<file path="config.mk">
export PLATFORM = sky130hd
export DESIGN_NAME = step_rate_timer_divider_flat
export DESIGN_NICKNAME = d
export VERILOG_FILES = /design/src/rtl/srtd_pkg.sv /design/src/rtl/srtd_cfg_if.sv /design/src/rtl/srtd_in_if.sv /design/src/rtl/srtd_out_if.sv /design/src/rtl/srtd_divider.sv /design/src/rtl/srtd_seq.sv /design/src/rtl/step_rate_timer_divider.sv /design/src/flat_wrapper.sv
export VERILOG_INCLUDE_DIRS = /design/src /design/src/rtl
export SDC_FILE = /design/constraint.sdc
export NUM_CORES = 1
export LEC_CHECK = 0
export BUFFER_PORTS_ARGS = -buffer_cell sky130_fd_sc_hd__buf_2
export CELL_PAD_IN_SITES_DETAIL_PLACEMENT = 0
export CELL_PAD_IN_SITES_GLOBAL_PLACEMENT = 2
export CORE_MARGIN = 10
export CORE_UTILIZATION = 42
export CTS_BUF_LIST = sky130_fd_sc_hd__clkbuf_4 sky130_fd_sc_hd__clkbuf_8
export DETAILED_ROUTE_END_ITERATION = 16
export GPL_TIMING_DRIVEN = 0
export PLACE_DENSITY_LB_ADDON = 0.1
export SYNTH_ARGS = -nofsm -noshare
export SYNTH_HDL_FRONTEND = slang
export SYNTH_SLANG_ARGS = --single-unit
</file>
<file path="constraint.sdc">
create_clock -name clk -period 8.33 [get_ports clk]
set_input_delay 0.4165 -clock clk [delete_from_list [all_inputs] [get_ports clk]]
set_output_delay 0.4165 -clock clk [all_outputs]
set_load 0.02 [all_outputs]
</file>
<file path="src/rtl/step_rate_timer_divider_assert.svh">
// Assertion macros used by the step rate timer divider sequencer.
`ifndef STEP_RATE_TIMER_DIVIDER_ASSERT_SVH
`define STEP_RATE_TIMER_DIVIDER_ASSERT_SVH
`ifndef ASSERT_OFF
// Check on every clk edge outside reset.
`define SRTD_ASSERT(label, prop, msg) \
  label: assert property (@(posedge clk) disable iff (rst) (prop)) else $error(msg);
// Check on every clk edge, reset included.
`define SRTD_ASSERT_ALWAYS(label, prop, msg) \
  label: assert property (@(posedge clk) (prop)) else $error(msg);
`else
`define SRTD_ASSERT(label, prop, msg)
`define SRTD_ASSERT_ALWAYS(label, prop, msg)
`endif
`endif

</file>
<file path="src/rtl/srtd_pkg.sv">
// Types and constants of the step rate timer divider.
`timescale 1ns / 1ps
package srtd_pkg;

  localparam int unsigned DIVIDEND_W = 32;
  localparam int unsigned DIVISOR_W  = 34;
  localparam int unsigned RATE_W     = 16;
  localparam int unsigned FIELD_W    = 16;
  localparam int unsigned CNT_MAX_W  = 16;
  localparam logic [31:0] CLK_HZ_RESET = 32'd8000000;

  typedef enum logic [1:0] {
    STAT_RUNNING   = 2'd0,
    STAT_STOPPED   = 2'd1,
    STAT_TOO_FAST  = 2'd2,
    STAT_PSC_RANGE = 2'd3
  } status_t;

  typedef enum logic [2:0] {
    SQ_IDLE,
    SQ_CHECK,
    SQ_DIV_PSC,
    SQ_MUL,
    SQ_DIV_REL,
    SQ_DONE
  } seq_state_t;

  typedef struct packed {
    logic                  start;
    logic [DIVIDEND_W-1:0] dividend;
    logic [DIVISOR_W-1:0]  divisor;
  } div_req_t;

  typedef struct packed {
    logic                  busy;
    logic                  done;
    logic [DIVIDEND_W-1:0] quotient;
  } div_rsp_t;

endpackage

</file>
<file path="src/rtl/srtd_cfg_if.sv">
// Configuration write channel of the step rate timer divider.
`timescale 1ns / 1ps
interface srtd_cfg_if;
  logic        valid;
  logic        ready;
  logic [31:0] timer_clock_hz;
  modport source (output valid, timer_clock_hz, input ready);
  modport sink (input valid, timer_clock_hz, output ready);
endinterface

</file>
<file path="src/rtl/srtd_in_if.sv">
// Step rate input channel of the step rate timer divider.
`timescale 1ns / 1ps
interface srtd_in_if;
  logic        valid;
  logic        ready;
  logic [15:0] step_rate;
  modport source (output valid, step_rate, input ready);
  modport sink (input valid, step_rate, output ready);
endinterface

</file>
<file path="src/rtl/srtd_out_if.sv">
// Timer settings result channel of the step rate timer divider.
`timescale 1ns / 1ps
interface srtd_out_if;
  logic        valid;
  logic        ready;
  logic [1:0]  status;
  logic [15:0] prescaler;
  logic [15:0] reload;
  logic [14:0] compare;
  modport source (output valid, status, prescaler, reload, compare, input ready);
  modport sink (input valid, status, prescaler, reload, compare, output ready);
endinterface

</file>
<file path="src/rtl/srtd_divider.sv">
// Restoring serial divider, one quotient bit per cycle.
`timescale 1ns / 1ps
module srtd_divider
  import srtd_pkg::*;
(
  input  logic     clk,
  input  logic     rst,
  input  div_req_t req,
  output div_rsp_t rsp
);

  localparam int unsigned CNT_W = $clog2(DIVIDEND_W + 1);

  logic                  busy;
  logic                  done;
  logic [CNT_W-1:0]      cnt;
  logic [DIVIDEND_W-1:0] rem;
  logic [DIVIDEND_W-1:0] quo;
  logic [DIVISOR_W-1:0]  div_q;

  logic [DIVIDEND_W:0]   trial;
  logic [DIVIDEND_W:0]   diff;
  logic                  fits;
  logic [DIVIDEND_W-1:0] rem_next;

  // Shift in the next dividend bit and subtract where the divisor fits.
  always_comb begin
    trial    = {rem, quo[DIVIDEND_W-1]};
    fits     = {{(DIVISOR_W-DIVIDEND_W-1){1'b0}}, trial} >= div_q;
    diff     = trial - div_q[DIVIDEND_W:0];
    rem_next = fits ? diff[DIVIDEND_W-1:0] : trial[DIVIDEND_W-1:0];
  end

  always_ff @(posedge clk) begin
    if (rst) begin
      busy <= 1'b0;
      done <= 1'b0;
      cnt  <= '0;
    end else begin
      done <= 1'b0;
      if (req.start && !busy) begin
        busy <= 1'b1;
        cnt  <= CNT_W'(DIVIDEND_W);
      end else if (busy) begin
        cnt <= cnt - CNT_W'(1);
        if (cnt == CNT_W'(1)) begin
          busy <= 1'b0;
          done <= 1'b1;
        end
      end
    end
  end

  always_ff @(posedge clk) begin
    if (req.start && !busy) begin
      rem   <= '0;
      quo   <= req.dividend;
      div_q <= req.divisor;
    end else if (busy) begin
      rem <= rem_next;
      quo <= {quo[DIVIDEND_W-2:0], fits};
    end
  end

  assign rsp.busy     = busy;
  assign rsp.done     = done;
  assign rsp.quotient = quo;

endmodule

</file>
<file path="src/rtl/srtd_seq.sv">
// Sequencer: range checks, prescaler and reload divisions, result register.
`timescale 1ns / 1ps
`include "step_rate_timer_divider_assert.svh"
module srtd_seq
  import srtd_pkg::*;
#(
  parameter int unsigned COUNTER_WIDTH = 16
) (
  input  logic              clk,
  input  logic              rst,
  input  logic [31:0]       clk_hz,
  srtd_in_if.sink           step,
  srtd_out_if.source        result,
  output div_req_t          div_req,
  input  div_rsp_t          div_rsp
);

  // Counter width used for the reload, capped at the reload field width.
  localparam int unsigned EFF_W =
    (COUNTER_WIDTH > CNT_MAX_W) ? CNT_MAX_W : COUNTER_WIDTH;

  seq_state_t state;
  seq_state_t state_next;

  logic [RATE_W-1:0]  rate;
  logic [FIELD_W-1:0] psc;
  logic [FIELD_W-1:0] rel;
  status_t            stat;

  logic               out_valid;
  status_t            out_status;
  logic [FIELD_W-1:0] out_psc;
  logic [FIELD_W-1:0] out_rel;

  logic                 rate_zero;
  logic                 too_fast;
  logic                 psc_big;
  logic                 out_load;
  logic [DIVISOR_W-1:0] div_psc;
  logic [FIELD_W:0]     psc_inc;
  logic [DIVISOR_W-2:0] prod;

  always_comb begin
    rate_zero = (rate == '0);
    too_fast  = ({{(32-RATE_W){1'b0}}, rate} > clk_hz);
    psc_big   = |div_rsp.quotient[DIVIDEND_W-1:FIELD_W];
    // (2^W + 1) * rate as a shift and an add.
    div_psc   = ({{(DIVISOR_W-RATE_W){1'b0}}, rate} << EFF_W)
              + {{(DIVISOR_W-RATE_W){1'b0}}, rate};
    psc_inc   = {1'b0, psc} + {{FIELD_W{1'b0}}, 1'b1};
    prod      = {{(DIVISOR_W-FIELD_W-2){1'b0}}, psc_inc}
              * {{(DIVISOR_W-RATE_W-1){1'b0}}, rate};
  end

  // Next state.
  always_comb begin
    state_next = state;
    unique case (state)
      SQ_IDLE: begin
        if (step.valid) state_next = SQ_CHECK;
      end
      SQ_CHECK: begin
        state_next = (rate_zero || too_fast) ? SQ_DONE : SQ_DIV_PSC;
      end
      SQ_DIV_PSC: begin
        if (div_rsp.done) state_next = psc_big ? SQ_DONE : SQ_MUL;
      end
      SQ_MUL: begin
        state_next = SQ_DIV_REL;
      end
      SQ_DIV_REL: begin
        if (div_rsp.done) state_next = SQ_DONE;
      end
      SQ_DONE: begin
        if (!out_valid || result.ready) state_next = SQ_IDLE;
      end
      default: state_next = SQ_IDLE;
    endcase
  end

  // Outputs of the sequencer.
  always_comb begin
    step.ready       = (state == SQ_IDLE);
    div_req.start    = ((state == SQ_CHECK) && !rate_zero && !too_fast) ||
                       (state == SQ_MUL);
    div_req.dividend = clk_hz;
    div_req.divisor  = (state == SQ_MUL) ? {1'b0, prod} : div_psc;
    out_load         = (state == SQ_DONE) && (!out_valid || result.ready);
  end

  always_ff @(posedge clk) begin
    if (rst) begin
      state <= SQ_IDLE;
    end else begin
      state <= state_next;
    end
  end

  always_ff @(posedge clk) begin
    if (state == SQ_IDLE && step.valid) begin
      rate <= step.step_rate;
    end
    if (state == SQ_CHECK) begin
      psc <= '0;
      rel <= '0;
      if (rate_zero) begin
        stat <= STAT_STOPPED;
      end else if (too_fast) begin
        stat <= STAT_TOO_FAST;
      end else begin
        stat <= STAT_RUNNING;
      end
    end
    if (state == SQ_DIV_PSC && div_rsp.done) begin
      if (psc_big) begin
        stat <= STAT_PSC_RANGE;
      end else begin
        psc <= div_rsp.quotient[FIELD_W-1:0];
      end
    end
    if (state == SQ_DIV_REL && div_rsp.done) begin
      rel <= div_rsp.quotient[FIELD_W-1:0] - {{(FIELD_W-1){1'b0}}, 1'b1};
    end
  end

  always_ff @(posedge clk) begin
    if (rst) begin
      out_valid <= 1'b0;
    end else if (out_load) begin
      out_valid <= 1'b1;
    end else if (result.ready) begin
      out_valid <= 1'b0;
    end
  end

  always_ff @(posedge clk) begin
    if (out_load) begin
      out_status <= stat;
      out_psc    <= psc;
      out_rel    <= rel;
    end
  end

  assign result.valid     = out_valid;
  assign result.status    = out_status;
  assign result.prescaler = out_psc;
  assign result.reload    = out_rel;
  assign result.compare   = out_rel[FIELD_W-1:1];

  `SRTD_ASSERT(a_idle_div, step.ready |-> !div_rsp.busy,
    "input taken while the divider is busy")
  `SRTD_ASSERT(a_done_wait, div_rsp.done |-> (state == SQ_DIV_PSC || state == SQ_DIV_REL),
    "divider finished outside a wait state")
  `SRTD_ASSERT(a_accept_check, (step.valid && step.ready) |=> (state == SQ_CHECK),
    "accepted item did not enter the check step")
  `SRTD_ASSERT(a_fault_zero,
    (result.valid && result.status != STAT_RUNNING) |->
      (result.prescaler == '0 && result.reload == '0),
    "nonzero timer settings with a non-running status")
  `SRTD_ASSERT_ALWAYS(a_rst_clear, rst |=> (!result.valid && state == SQ_IDLE),
    "reset did not clear the sequencer")

endmodule

</file>
<file path="src/rtl/step_rate_timer_divider.sv">
// Step rate timer divider top level: clock register, sequencer and divider.
`timescale 1ns / 1ps
// Turns a requested step rate into 16-bit timer settings: the smallest
// prescaler p with floor(clk / ((p+1)*rate)) - 1 fitting the counter, the
// reload value, and a compare of reload/2 for a 50% duty square wave.
//
// Channels: cfg writes the timer clock in Hz (always ready); step takes one
// step_rate item; result gives status, prescaler, reload and compare.
// Division: one serial divider, one quotient bit per cycle, does both
// divisions in turn. A zero rate or a rate above the clock skips both
// divisions, an out-of-range prescaler skips the reload division. One
// item is in work at a time; step is ready again the cycle after the
// result moves into the output register.
// Reset: clock register returns to 8 MHz, sequencer and divider go idle,
// result valid drops.
// Stall: the output register holds a result until it is taken; a new item
// may be accepted meanwhile and is held at its end until the register frees.
module step_rate_timer_divider
  import srtd_pkg::*;
#(
  parameter int unsigned COUNTER_WIDTH = 16
) (
  input  logic        clk,
  input  logic        rst,
  srtd_cfg_if.sink    cfg,
  srtd_in_if.sink     step,
  srtd_out_if.source  result
);

  // Timer clock register: user writes only while block is idle; unenforced.
  logic [31:0] clk_hz;

  div_req_t div_req;
  div_rsp_t div_rsp;

  assign cfg.ready = 1'b1;

  always_ff @(posedge clk) begin
    if (rst) begin
      clk_hz <= CLK_HZ_RESET;
    end else if (cfg.valid) begin
      clk_hz <= cfg.timer_clock_hz;
    end
  end

  // Sequence checks and the two divisions, hold the result for the sink.
  srtd_seq #(
    .COUNTER_WIDTH (COUNTER_WIDTH)
  ) u_seq (
    .clk     (clk),
    .rst     (rst),
    .clk_hz  (clk_hz),
    .step    (step),
    .result  (result),
    .div_req (div_req),
    .div_rsp (div_rsp)
  );

  // Shared divider: prescaler first, then reload.
  srtd_divider u_div (
    .clk (clk),
    .rst (rst),
    .req (div_req),
    .rsp (div_rsp)
  );

endmodule

</file>
<file path="src/flat_wrapper.sv">
// flat-port wrapper written by rule: the top's interface ports become plain ports
module step_rate_timer_divider_flat import srtd_pkg::*;
#(
  parameter int unsigned COUNTER_WIDTH = 16
)
  (clk, rst, cfg_valid, cfg_timer_clock_hz, cfg_ready, step_valid, step_step_rate, step_ready, result_valid, result_status, result_prescaler, result_reload, result_compare, result_ready);
  srtd_cfg_if cfg_i ();
  srtd_in_if step_i ();
  srtd_out_if result_i ();
  input  logic clk;
  input  logic rst;
  input wire logic [$bits(cfg_i.valid)-1:0] cfg_valid;
  input wire logic [$bits(cfg_i.timer_clock_hz)-1:0] cfg_timer_clock_hz;
  output wire logic [$bits(cfg_i.ready)-1:0] cfg_ready;
  input wire logic [$bits(step_i.valid)-1:0] step_valid;
  input wire logic [$bits(step_i.step_rate)-1:0] step_step_rate;
  output wire logic [$bits(step_i.ready)-1:0] step_ready;
  output wire logic [$bits(result_i.valid)-1:0] result_valid;
  output wire logic [$bits(result_i.status)-1:0] result_status;
  output wire logic [$bits(result_i.prescaler)-1:0] result_prescaler;
  output wire logic [$bits(result_i.reload)-1:0] result_reload;
  output wire logic [$bits(result_i.compare)-1:0] result_compare;
  input wire logic [$bits(result_i.ready)-1:0] result_ready;
  assign cfg_i.valid = cfg_valid;
  assign cfg_i.timer_clock_hz = cfg_timer_clock_hz;
  assign cfg_ready = cfg_i.ready;
  assign step_i.valid = step_valid;
  assign step_i.step_rate = step_step_rate;
  assign step_ready = step_i.ready;
  assign result_valid = result_i.valid;
  assign result_status = result_i.status;
  assign result_prescaler = result_i.prescaler;
  assign result_reload = result_i.reload;
  assign result_compare = result_i.compare;
  assign result_i.ready = result_ready;
  step_rate_timer_divider #(.COUNTER_WIDTH(COUNTER_WIDTH)) u_core (.clk(clk), .rst(rst), .cfg(cfg_i), .step(step_i), .result(result_i));
endmodule
</file>
# Yosys cells after proc, flatten, opt, wreduce, memory -nomap -nowiden
# Index checks and enable logic that the tools add are counted.
word_totals:
  ff_bits: 226
  latch_bits: 0
  ramBits: 0
  mem_bits_ro: 0
  input_bits: 53
  wordCells: 89
  memories: 0
classes:
  addsub: 5
  mul: 1
  n_div: 0
  magnitude_cmp: 2
  eq_ne: 10
  n_shift: 0
  mux: 29
  bitwise: 1
  reduce_logical: 23
op_table:
  columns: ["op", "n"]
  rows:
  - ["two-way mux 32 bit", 3]
  - ["two-way mux 16 bit", 5]
  - [">= comparator 33 x 34 -> 1 bit", 1]
  - ["adder 32 x 16 -> 33 bit", 1]
  - ["multiplier 17 x 16 -> 33 bit", 1]
  - ["two-way mux 33 bit", 1]
  - ["greater-than comparator 16 x 32 -> 1 bit", 1]
  - ["subtractor 32 bit", 1]
  - ["two-way mux 3 bit", 6]
  - ["one-hot mux 3 bit (6 select lines)", 1]
  - ["adder 16 x 1 -> 17 bit, second input constant", 1]
  - ["zero test 16 bit", 1]
  - ["OR reduction 16 bit", 1]
  - ["subtractor 16 x 1 -> 16 bit, second input constant", 1]
  - ["two-way mux 6 bit", 2]
  - ["two-way mux 2 bit", 5]
  - ["!= test 2 bit, second input constant", 4]
  - ["logical AND 1 bit", 7]
  - ["== test 3 x 2 -> 1 bit, second input constant", 2]
  - ["== test 3 bit, second input constant", 2]
  - ["== test 6 x 1 -> 1 bit, second input constant", 1]
  - ["two-way mux 1 bit", 6]
  - ["nonzero test 2 bit", 3]
  - ["subtractor 6 x 1 -> 6 bit, second input constant", 1]
  - ["8 further kinds", 13]

# Longest topological paths before layout
# Gate-level depths: netlist (run 1).
depth:
  depth_word: 7
  mapped_depth: 28

# Cells and area by module
# A second synthesis (run 1) with hierarchy kept.
unflattened:
  hier_cells: 2232
  area_unflattened_um2: 21174.1
modules_own_cells:
  columns: ["module", "n_inst", "cells_per_inst", "area_each_um2"]
  rows:
  - ["srtd_seq", 1, 1532, 13818.3]
  - ["srtd_divider", 1, 595, 6174.7]
  - ["step_rate_timer_divider", 1, 105, 1181.1]

# Worst setup path after synthesis (run 1)
# No wires, ideal clock.
synth_path:
  kind: "flip-flop to flip-flop"
  start: "reg u_core.u_seq.psc[0]"
  end: "reg u_core.u_div.div_q[26], data pin"
  setup_time_ns: 0.265
  arrival_time_ns: 6.787
  slack_ns: 1.277
  path_stages_with_launch: 27
  n_path_buf: 1
  period_less_slack_ns: 7.053
  path_cell_list: "dfxtp_1 > ha_1 > nand3_1 > nor2_1 > nand4_1 > xnor2_1 > clkbuf_1 > nand2_1 > fa_1 > fa_1 > fa_1 > inv_1 > fa_1 > fa_1 > inv_1 > fa_1 > inv_1 > ha_1 > a21o_1 > a21oi_1 > a21boi_1 > a311oi_2 > o2bb2ai_2 > a41o_2 > a41oi_1 > xor2_1 > o21ai_1"
synth_lines:
  columns: ["item", "line", "source"]
  rows:
  - ["start: declaration", "srtd_seq.sv:26", "logic [FIELD_W-1:0] psc;"]
  - ["start signal: assignment", "srtd_seq.sv:118", "psc <= div_rsp.quotient[FIELD_W-1:0];"]
  - ["end signal: assignment", "srtd_divider.sv:58", "div_q <= req.divisor;"]
  - ["end: declaration", "srtd_divider.sv:19", "logic [DIVISOR_W-1:0] div_q;"]

==> impl_metrics.toml, run 1 <==
[run_status]
outcome = "finished, final reports clean"

[floorplan]
row_count = 80
die_h_um = 240
num_io_pins = 105
die-area_um2 = 57500
die_w_um = 240
core_um2 = 47700
initial_core_util = 0.425

[sta]
finalHoldViolations = 0
fin_crit_ps = 7990
max_slew.worst_pin.slew_ps = 957
worst_slack_ps = 337
max-slew-margin-rel = 0.362
drv_slew = 0
timing.final.crit_share = 0.960
setup_viol = 0
fmax_mhz = 125
fin_worst_skew_ps = 20.0
fin_tns_setup_ps = 0

[power]
p_total_mw = 3.40
p_leak_nw = 10.5
powerDensity_nw_per_um2 = 149
ir_drop_mv = 0.131
p_int_mw = 2.26
seq_power_share = 0.412
pwr-share-clk = 0.326
switching_share = 0.335
net-switching-power_mw = 1.14
pwr-share-comb = 0.263

[clocking]
clkSinkCount = 225
cts_made_buffers = 41
htree_levels = 2
cts-root-buf = "clkbuf_8"
cts.path.max_buffers = 3
cts_tree = "done"
insertion_delay_ps = 590
path_clk_slew_ps = 60

[logic_synthesis]
yosysTopAreaCellShare = 0.206
syn-num-nets = 2557
syn_area_um2 = 20300
synth_ff_type = "edfxtp_1"
ys_ff_latch = 225
avgSynthCellArea_um2 = 9.49
synth.yosys.seq_area_share = 0.287
yosysTopAreaCell = "fa_1"
synthCells = 2137
synth.area.top_cells = "fa_1, edfxtp_1, ha_1"
ys_warn_count = 0
ys_types = 79
async_reset_ff_frac = 0
synth-edff-count = 131

[layout]
final_common_cell = "inv_1"
final_cells = 2948
drive_gt1_frac = 0.118
most-common-layout-cells = "inv_1, nand2_1, fa_1"
fillers = 4669
final_nets = 2721
seq_area_um2 = 5820
syn_to_final_growth_pct = 12.3
multi_input_area_um2 = 12900

[worst_setup_path]
cpPeakStageDelay_ps = 560
arrival_ps = 8320
rrSetupSlack_ps = 340
crit_top_cell = "fa_1"
reg2reg_depth = 25
path_max_fanout = 10
crit_slowest_cell = "fa_1"
crit_type = "flop to flop"
worstSetupStartpointType = "flop"
cp-end-kind = "flop"
worstPathRequired_ps = 8650
timing.rr.end = "u_core.u_div.div_q[29]"
r2r_start = "u_core.u_seq.psc[8]"

[placed_design]
dp.cells = 2854
place.gp.congestion = 0.875
portBuffers = 101
dp_hpwl_um = 47600
pre_cts_ws_ps = -507

[global_routing]
grt-ovfl-total = 0
grt_pass1_vias = 15700
grt_max_degree = 43
grt_pass1_wl_um = 92000
grt_usage = 0.209
antenna_found_initial = 1

[route]
drt_iter0_markers = 980
ant_nets = 0
vias = 15500
drc = 0
post_drt_wl_per_cell_um = 20.3
routed_via_density = 5.24
firstDrtPassIters = 5
drt-total-wl_um = 59700

[hold_path]
hold_path_class = "input pin to flop"
min_path_cells = 3
holdPathEnd = "u_core.clk_hz[22]"
hold_path_startpoint = "cfg_timer_clock_hz[22]"

[flow_run]
maxCapViolCount = 0
routing by layer:
metal / vias up / GRT usage / wire, µm
met3: 107 / 0.0280 / 2850
met1: 7642 / 0.280 / 26600
met5: - / 0 / 0
met2: 355 / 0.344 / 28300
li1: 7358 / - / -
met4: 0 / 0.0693 / 1990
power groups by stage:
stage	clock (mW)	sequential (mW)	combinational [mW]
after floorplan	0	1.37	0.649
after global placement	0	1.42	0.868
after detailed placement	0	1.42	0.875
after CTS	1.14	1.40	0.886
after global routing	1.19	1.41	0.995
final	1.11	1.40	0.892
sequential cells by signal, indices dropped and copies added, names as in the netlist, 32 cells and up:
signal              flops
u_core.u_div.div_q     33
u_core.clk_hz          32
u_core.u_div.quo       32
u_core.u_div.rem       32
critical path: cells and delay by family (launching register included):
family / cells / cell delay [ps]
adder cells (fa/ha/maj): 7 / 3460
AND/OR/NAND/NOR: 6 / 1590
AO/OA/AOI/OAI: 7 / 1410
buffers and inverters: 4 / 540
flip-flops: 1 / 520
XOR/XNOR: 1 / 190
layout make-up:
| cell class | count | share of cell area |
|---|---|---|
| Antenna cell | 1 | 0.000110 |
| Buffer | 109 | 0.0225 |
| Clock buffer | 51 | 0.0286 |
| Clock inverter | 23 | 0.00857 |
| Inverter | 313 | 0.0516 |
| Multi-Input combinational cell | 1489 | 0.567 |
| Sequential cell | 225 | 0.255 |
| Tap cell | 615 | 0.0338 |
| Timing Repair Buffer | 122 | 0.0320 |
cells by family (layout without fill, tap and decap cells):
group | Yosys count | count (layout) | share of synthesized area
compound gates | 322 | 322 | 0.106
xor+xnor | 78 | 78 | 0.0337
fa+ha+maj | 367 | 367 | 0.304
buf+inv | 423 | 618 | 0.0828
flops | 225 | 225 | 0.287
mux | 65 | 65 | 0.0339
other cells | 1 | 2 | 0.000185
simple gates | 656 | 656 | 0.154
per-stage QoR:
step / instance area, µm² / utilization / hold WS [ps]
6_report: 22800 / 0.477 / 56.6
4_1_cts: 22700 / 0.475 / 10.1
3_3_place_gp: 21600 / 0.452 / 404
3_5_place_dp: 21600 / 0.452 / 405
5_1_grt: 22800 / 0.477 / 34.5
2_1_floorplan: 20300 / - / 400
Yosys cell counts (4+ instances only):
| cell type | number |
|---|---|
| o21bai_1 | 6 |
| dfxtp_1 | 94 |
| buf_4 | 20 |
| a22o_1 | 12 |
| xnor2_1 | 42 |
| nand2_1 | 283 |
| nor2b_1 | 15 |
| mux2i_1 | 35 |
| ha_1 | 158 |
| a41oi_1 | 4 |
| fa_1 | 209 |
| a31oi_1 | 8 |
| a211oi_1 | 8 |
| and3_1 | 9 |
| o211ai_1 | 10 |
| nand3_1 | 28 |
| o21a_1 | 7 |
| o22ai_1 | 4 |
| o21ai_0 | 59 |
| o311ai_1 | 5 |
| or3_1 | 10 |
| a21oi_1 | 72 |
| xor2_1 | 36 |
| edfxtp_1 | 131 |
| o21ai_1 | 35 |
| clkbuf_1 | 75 |
| o31ai_1 | 9 |
| inv_1 | 313 |
| nor3_1 | 21 |
| a21o_1 | 40 |
| nor4_1 | 20 |
| mux2_2 | 30 |
| buf_2 | 13 |
| nand2b_1 | 22 |
| and2_1 | 125 |
| nand4_1 | 14 |
| nor2_1 | 94 |
how the worst max path moves through the flow:
stage	startpoint	to	slack [ps]
3_5_place_dp	u_core.u_seq.psc[0]	u_core.u_div.div_q[29]	-510
4_1_cts	u_core.u_seq.psc[0]	u_core.u_div.div_q[29]	130
5_1_grt	u_core.u_seq.psc[8]	u_core.u_div.div_q[31]	-40
3_3_place_gp	u_core.u_seq.psc[0]	u_core.u_div.div_q[29]	-450
2_1_floorplan	u_core.u_seq.psc[0]	u_core.u_div.div_q[26]	1280
6_report	u_core.u_seq.psc[8]	u_core.u_div.div_q[29]	340
what timing repair did:
| action | in CTS | in global routing |
|---|---|---|
| hold buffers | 16 | 0 |
| pin swaps | 0 | 2 |
| gates resized for setup | 16 | 13 |
| hold endpoints to repair | 16 | 0 |
| setup buffers | 0 | 3 |
| setup endpoints to repair | 15 | 10 |
(Power assumes the default switching activity.)
==> run 2, diff against run 1 <==
--- a/config.mk
+++ b/config.mk
@@ -15,6 +15,8 @@
 export DETAILED_ROUTE_END_ITERATION = 16
 export GPL_TIMING_DRIVEN = 0
 export PLACE_DENSITY_LB_ADDON = 0.1
+export RECOVER_POWER = 25
+export SLEW_MARGIN = 20
 export SYNTH_ARGS = -nofsm -noshare
 export SYNTH_HDL_FRONTEND = slang
 export SYNTH_SLANG_ARGS = --single-unit
==> impl_metrics.toml, run 2 (same netlist as run 1, synthesis figures left out) <==
[run_status]
outcome = "finished, final reports clean"

[sta]
drv_slew = 0
fin_worst_skew_ps = 28.5
timing.final.crit_share = 0.954
max_slew.worst_pin.slew_ps = 926
max-slew-margin-rel = 0.383
fmax_mhz = 126
setup_viol = 0
finalHoldViolations = 0
fin_crit_ps = 7950

[route]
post_drt_wl_per_cell_um = 20.3
firstDrtPassIters = 5
drt_iter0_markers = 921
routed_via_density = 5.22
vias = 15400
drc = 0
drt-total-wl_um = 59800
ant_nets = 0

[clocking]
cts-root-buf = "clkbuf_8"
cts_tree = "done"
clkSinkCount = 225
cts_made_buffers = 42
insertion_delay_ps = 590
path_clk_slew_ps = 70
htree_levels = 2
cts.path.max_buffers = 3

[layout]
drive_gt1_frac = 0.114
most-common-layout-cells = "inv_1, nand2_1, fa_1"
final_nets = 2720
multi_input_area_um2 = 12900
final_area_um2 = 22800
largest-register = "u_core.u_div.div_q"
syn_to_final_growth_pct = 12.5
final_common_cell = "inv_1"
largest_register_ffs = 33
seq_area_um2 = 5820
fillers = 4665

[global_routing]
antenna_found_initial = 2
grt-ovfl-total = 0
grt_max_degree = 43
grt_pass1_vias = 15800
grt_usage = 0.210
grt_pass1_wl_um = 92600

[floorplan]
row_count = 80
die-area_um2 = 57500
num_io_pins = 105
die_h_um = 240
initial_core_util = 0.425
core_um2 = 47700
die_w_um = 240

[placed_design]
place.gp.congestion = 0.875
place_area_um2 = 21600
dp_hpwl_um = 47600
portBuffers = 101

[power]
p_leak_nw = 10.5
ir_drop_mv = 0.130
powerDensity_nw_per_um2 = 152
p_total_mw = 3.47

[hold_path]
hold_path_startpoint = "cfg_timer_clock_hz[17]"
holdPathEnd = "u_core.clk_hz[17]"
hold_path_class = "input pin to flop"
min_path_cells = 3

[worst_setup_path]
reg2reg_depth = 26
crit_slowest_cell = "fa_1"
cp-end-kind = "flop"
path_max_fanout = 11
cpPeakStageDelay_ps = 620
rrSetupSlack_ps = 380
arrival_ps = 8270
worstPathRequired_ps = 8660
crit_top_cell = "fa_1"
crit_type = "flop to flop"
r2r_start = "u_core.u_seq.psc[0]"
worstSetupStartpointType = "flop"
timing.rr.end = "u_core.u_div.div_q[29]"

[flow_run]
maxCapViolCount = 0
==> run 2: worst max path at each step <==
stage,start,endpoint,slack [ps]
floorplan,u_core.u_seq.psc[0],u_core.u_div.div_q[26],1280
global placement,u_core.u_seq.psc[0],u_core.u_div.div_q[29],-450
detailed placement,u_core.u_seq.psc[0],u_core.u_div.div_q[29],-450
CTS,u_core.u_seq.psc[0],u_core.u_div.div_q[24],160
global route,u_core.u_seq.psc[4],u_core.u_div.div_q[24],-8
finish,u_core.u_seq.psc[0],u_core.u_div.div_q[29],380
==> run 2: layout make-up <==
type,count,share of cell area
antenna,1,0.000110
buffer,109,0.0225
sequential,225,0.255
clock inverter,19,0.00916
multi-input combinational,1489,0.567
timing repair buffer,120,0.0301
clock buffer,57,0.0314
inverter,313,0.0515
tap,615,0.0337
==> run 2: routing by layer <==
metal | wire length, µm | global-route usage
met5 | 20 | 0
met4 | 1830 | 0.0668
met3 | 3000 | 0.0329
met2 | 28400 | 0.345
met1 | 26500 | 0.278
==> run 2: power breakdown <==
part	internal, mW	switching, mW	total, mW
Combinational	0.346	0.541	0.888
Clock	0.688	0.493	1.18
Sequential	1.30	0.103	1.40
Total	2.33	1.14	3.47
==> run 2: stage by stage <==
stage / hold WS, ps / TNS (ps) / util / instances / setup slack (ps)
after floorplan: 400 / 0 / - / 2137 / 1280
after global placement: 404 / -3470 / 0.452 / 2853 / -451
after detailed placement: 405 / -3900 / 0.453 / 2854 / -455
after CTS: 2.60 / 0 / 0.477 / 2945 / 158
after global routing: 32.1 / -7.74 / 0.478 / 2947 / -7.74
final: 57.8 / 0 / 0.478 / 2948 / 384
==> run 2: repair_timing <==
item                                    4_1_cts  5_1_grt
setup buffers                                 0        3
endpoints found under the setup margin       15        9
pin swaps                                     0        2
hold buffers                                 15        0
endpoints found under the hold margin        15        0
gates resized for setup                      18        8
==> run 2: critical path: cells and delay by family, from the launching register on <==
family	cells	cell delay [ps]
adder cells (fa/ha/maj)	8	3880
AND/OR/NAND/NOR	6	1200
AO/OA/AOI/OAI	6	1020
XOR/XNOR	2	590
buffers and inverters	4	510
flip-flops	1	460
==> run 3, diff against run 2 <==
--- a/config.mk
+++ b/config.mk
@@ -6,6 +6,7 @@
 export SDC_FILE = /design/constraint.sdc
 export NUM_CORES = 1
 export LEC_CHECK = 0
+export ABC_CLOCK_PERIOD_IN_PS = 8550
 export BUFFER_PORTS_ARGS = -buffer_cell sky130_fd_sc_hd__buf_2
 export CELL_PAD_IN_SITES_DETAIL_PLACEMENT = 0
 export CELL_PAD_IN_SITES_GLOBAL_PLACEMENT = 2
==> constraint.sdc (replaced) <==
create_clock -name clk -period 8.55 [get_ports clk]
set_input_delay 0.4275 -clock clk [delete_from_list [all_inputs] [get_ports clk]]
set_output_delay 0.4275 -clock clk [all_outputs]
set_load 0.02 [all_outputs]
==> impl_metrics.toml, run 3 (same netlist as run 1, synthesis figures left out) <==
[run_status]
outcome = "finished, final reports clean"

[layout]
largest_register_ffs = 33
antennaDiodeCount = 0
largest-register = "u_core.u_div.div_q"
final_common_cell = "inv_1"
final_nets = 2716
syn_to_final_growth_pct = 12.2
final_cells = 2943
most-common-layout-cells = "inv_1, nand2_1, fa_1"
final_area_um2 = 22800
drive_gt1_frac = 0.112

[floorplan]
die_h_um = 240
die-area_um2 = 57500
num_io_pins = 105
die_w_um = 240
initial_core_util = 0.425
core_um2 = 47700
row_count = 80

[sta]
max_slew.worst_pin.slew_ps = 926
drv_slew = 0
fmax_mhz = 122
finalHoldViolations = 0
fin_crit_ps = 8200
timing.final.crit_share = 0.958
fin_worst_skew_ps = 28.3
setup_viol = 0
max-slew-margin-rel = 0.383
rsz0062_at_grt = "yes"

[power]
ir_drop_mv = 0.126
p_leak_nw = 10.5
powerDensity_nw_per_um2 = 148

[clocking]
path_clk_slew_ps = 70
cts_tree = "done"
cts_setup_buffers = 0
htree_levels = 2
cts.path.max_buffers = 3
insertion_delay_ps = 590
cts-root-buf = "clkbuf_8"
cts_made_buffers = 42
clkSinkCount = 225

[worst_setup_path]
worstSetupStartpointType = "flop"
path_max_fanout = 11
cp-end-kind = "flop"
crit_type = "flop to flop"
arrival_ps = 8520
worstPathRequired_ps = 8880

[placed_design]
place_area_um2 = 21600
dp_hpwl_um = 47600
place.gp.congestion = 0.875
dp.cells = 2854
portBuffers = 101

[route]
routed_via_density = 5.24
ant_nets = 0
drt-total-wl_um = 59500
firstDrtPassIters = 5
drc = 0
drt_iter0_markers = 973
vias = 15400
post_drt_wl_per_cell_um = 20.2

[global_routing]
met2_usage = 0.344
grt_usage = 0.210
gr-usage-met1 = 0.279
grt_pass1_vias = 15800
globalRoute.busiestLayer = "met2"
grt_pass1_wl_um = 92400
grt-ovfl-total = 0
use_met3 = 0.0309
antenna_found_initial = 2
grt_max_degree = 43

[hold_path]
hold_path_class = "input pin to flop"

[flow_run]
maxCapViolCount = 0
## run 3: per-stage QoR
| stage | hold slack (ps) | total power, mW | setup TNS (ps) | setup slack, ps | utilization |
|---|---|---|---|---|---|
| global placement | 404 | 2.23 | -942 | -231 | 0.452 |
| global route | 6.79 | 3.57 | -28.5 | -20.9 | 0.477 |
| finish | 41.9 | 3.37 | 0 | 355 | 0.477 |
| CTS | 0.957 | 3.40 | 0 | 45.9 | 0.476 |
| detailed placement | 405 | 2.23 | -1250 | -235 | 0.453 |
| floorplan | 400 | 1.97 | 0 | 1500 | - |
## run 3: critical path: stages, from the launching register on
cell and delay [ps]:
dfxtp_2 530, and3_1 330, nand3_1 230, nor2_1 230
xor2_2 520, clkbuf_1 530, nand2_1 160, fa_1 590
fa_1 520, inv_1 70, fa_1 520, fa_1 460
fa_1 560, inv_1 60, fa_1 550, inv_1 50
ha_1 370, and3_1 190, o21ai_0 220, a21oi_1 140
nand2_1 110, o311ai_1 130, a31o_1 260, a221o_1 330
xnor2_1 180, o21ai_1 80
## run 3: worst paths after layout
kind | endpoint | depth (start not counted) | start | slack [ps]
setup / recovery | u_core.u_div.div_q[29] | 25 | u_core.u_seq.psc[0] | 350
hold / removal | u_core.u_seq.rate[8] | 1 | step_step_rate[8] | 40
setup reg to reg | u_core.u_div.div_q[29] | 25 | u_core.u_seq.psc[0] | 350
hold reg to reg | u_core.u_seq.result.reload[6] | 0 | u_core.u_seq.rel[6] | 410
## run 3: routing by layer
| layer | up-vias | share of wire |
|---|---|---|
| met2 | 357 | 0.48 |
| met5 | - | 0.00034 |
| met3 | 96 | 0.048 |
| met4 | 4 | 0.028 |
| li1 | 7332 | - |
| met1 | 7619 | 0.45 |
## run 3: report_power, final
part           switching, mW  internal (mW)
logic                  0.526          0.337
clock network          0.478          0.670
registers              0.100           1.26
total                   1.10           2.27
## run 3: what timing repair did
item	CTS	global route
hold endpoints to repair	13	0
setup endpoints to repair	12	16
resized for setup	7	17
hold buffers	13	0
## run 3: area by class of cell
type / count / area [µm²]
plain buffers: 110 / 512
clock buffers: 57 / 716
clock inverters: 19 / 209
fillers: 4669 / 25000
inverters: 313 / 1170
multi-input cells: 1489 / 12900
flip-flops and latches: 225 / 5820
well taps: 615 / 769
repair buffers: 115 / 643
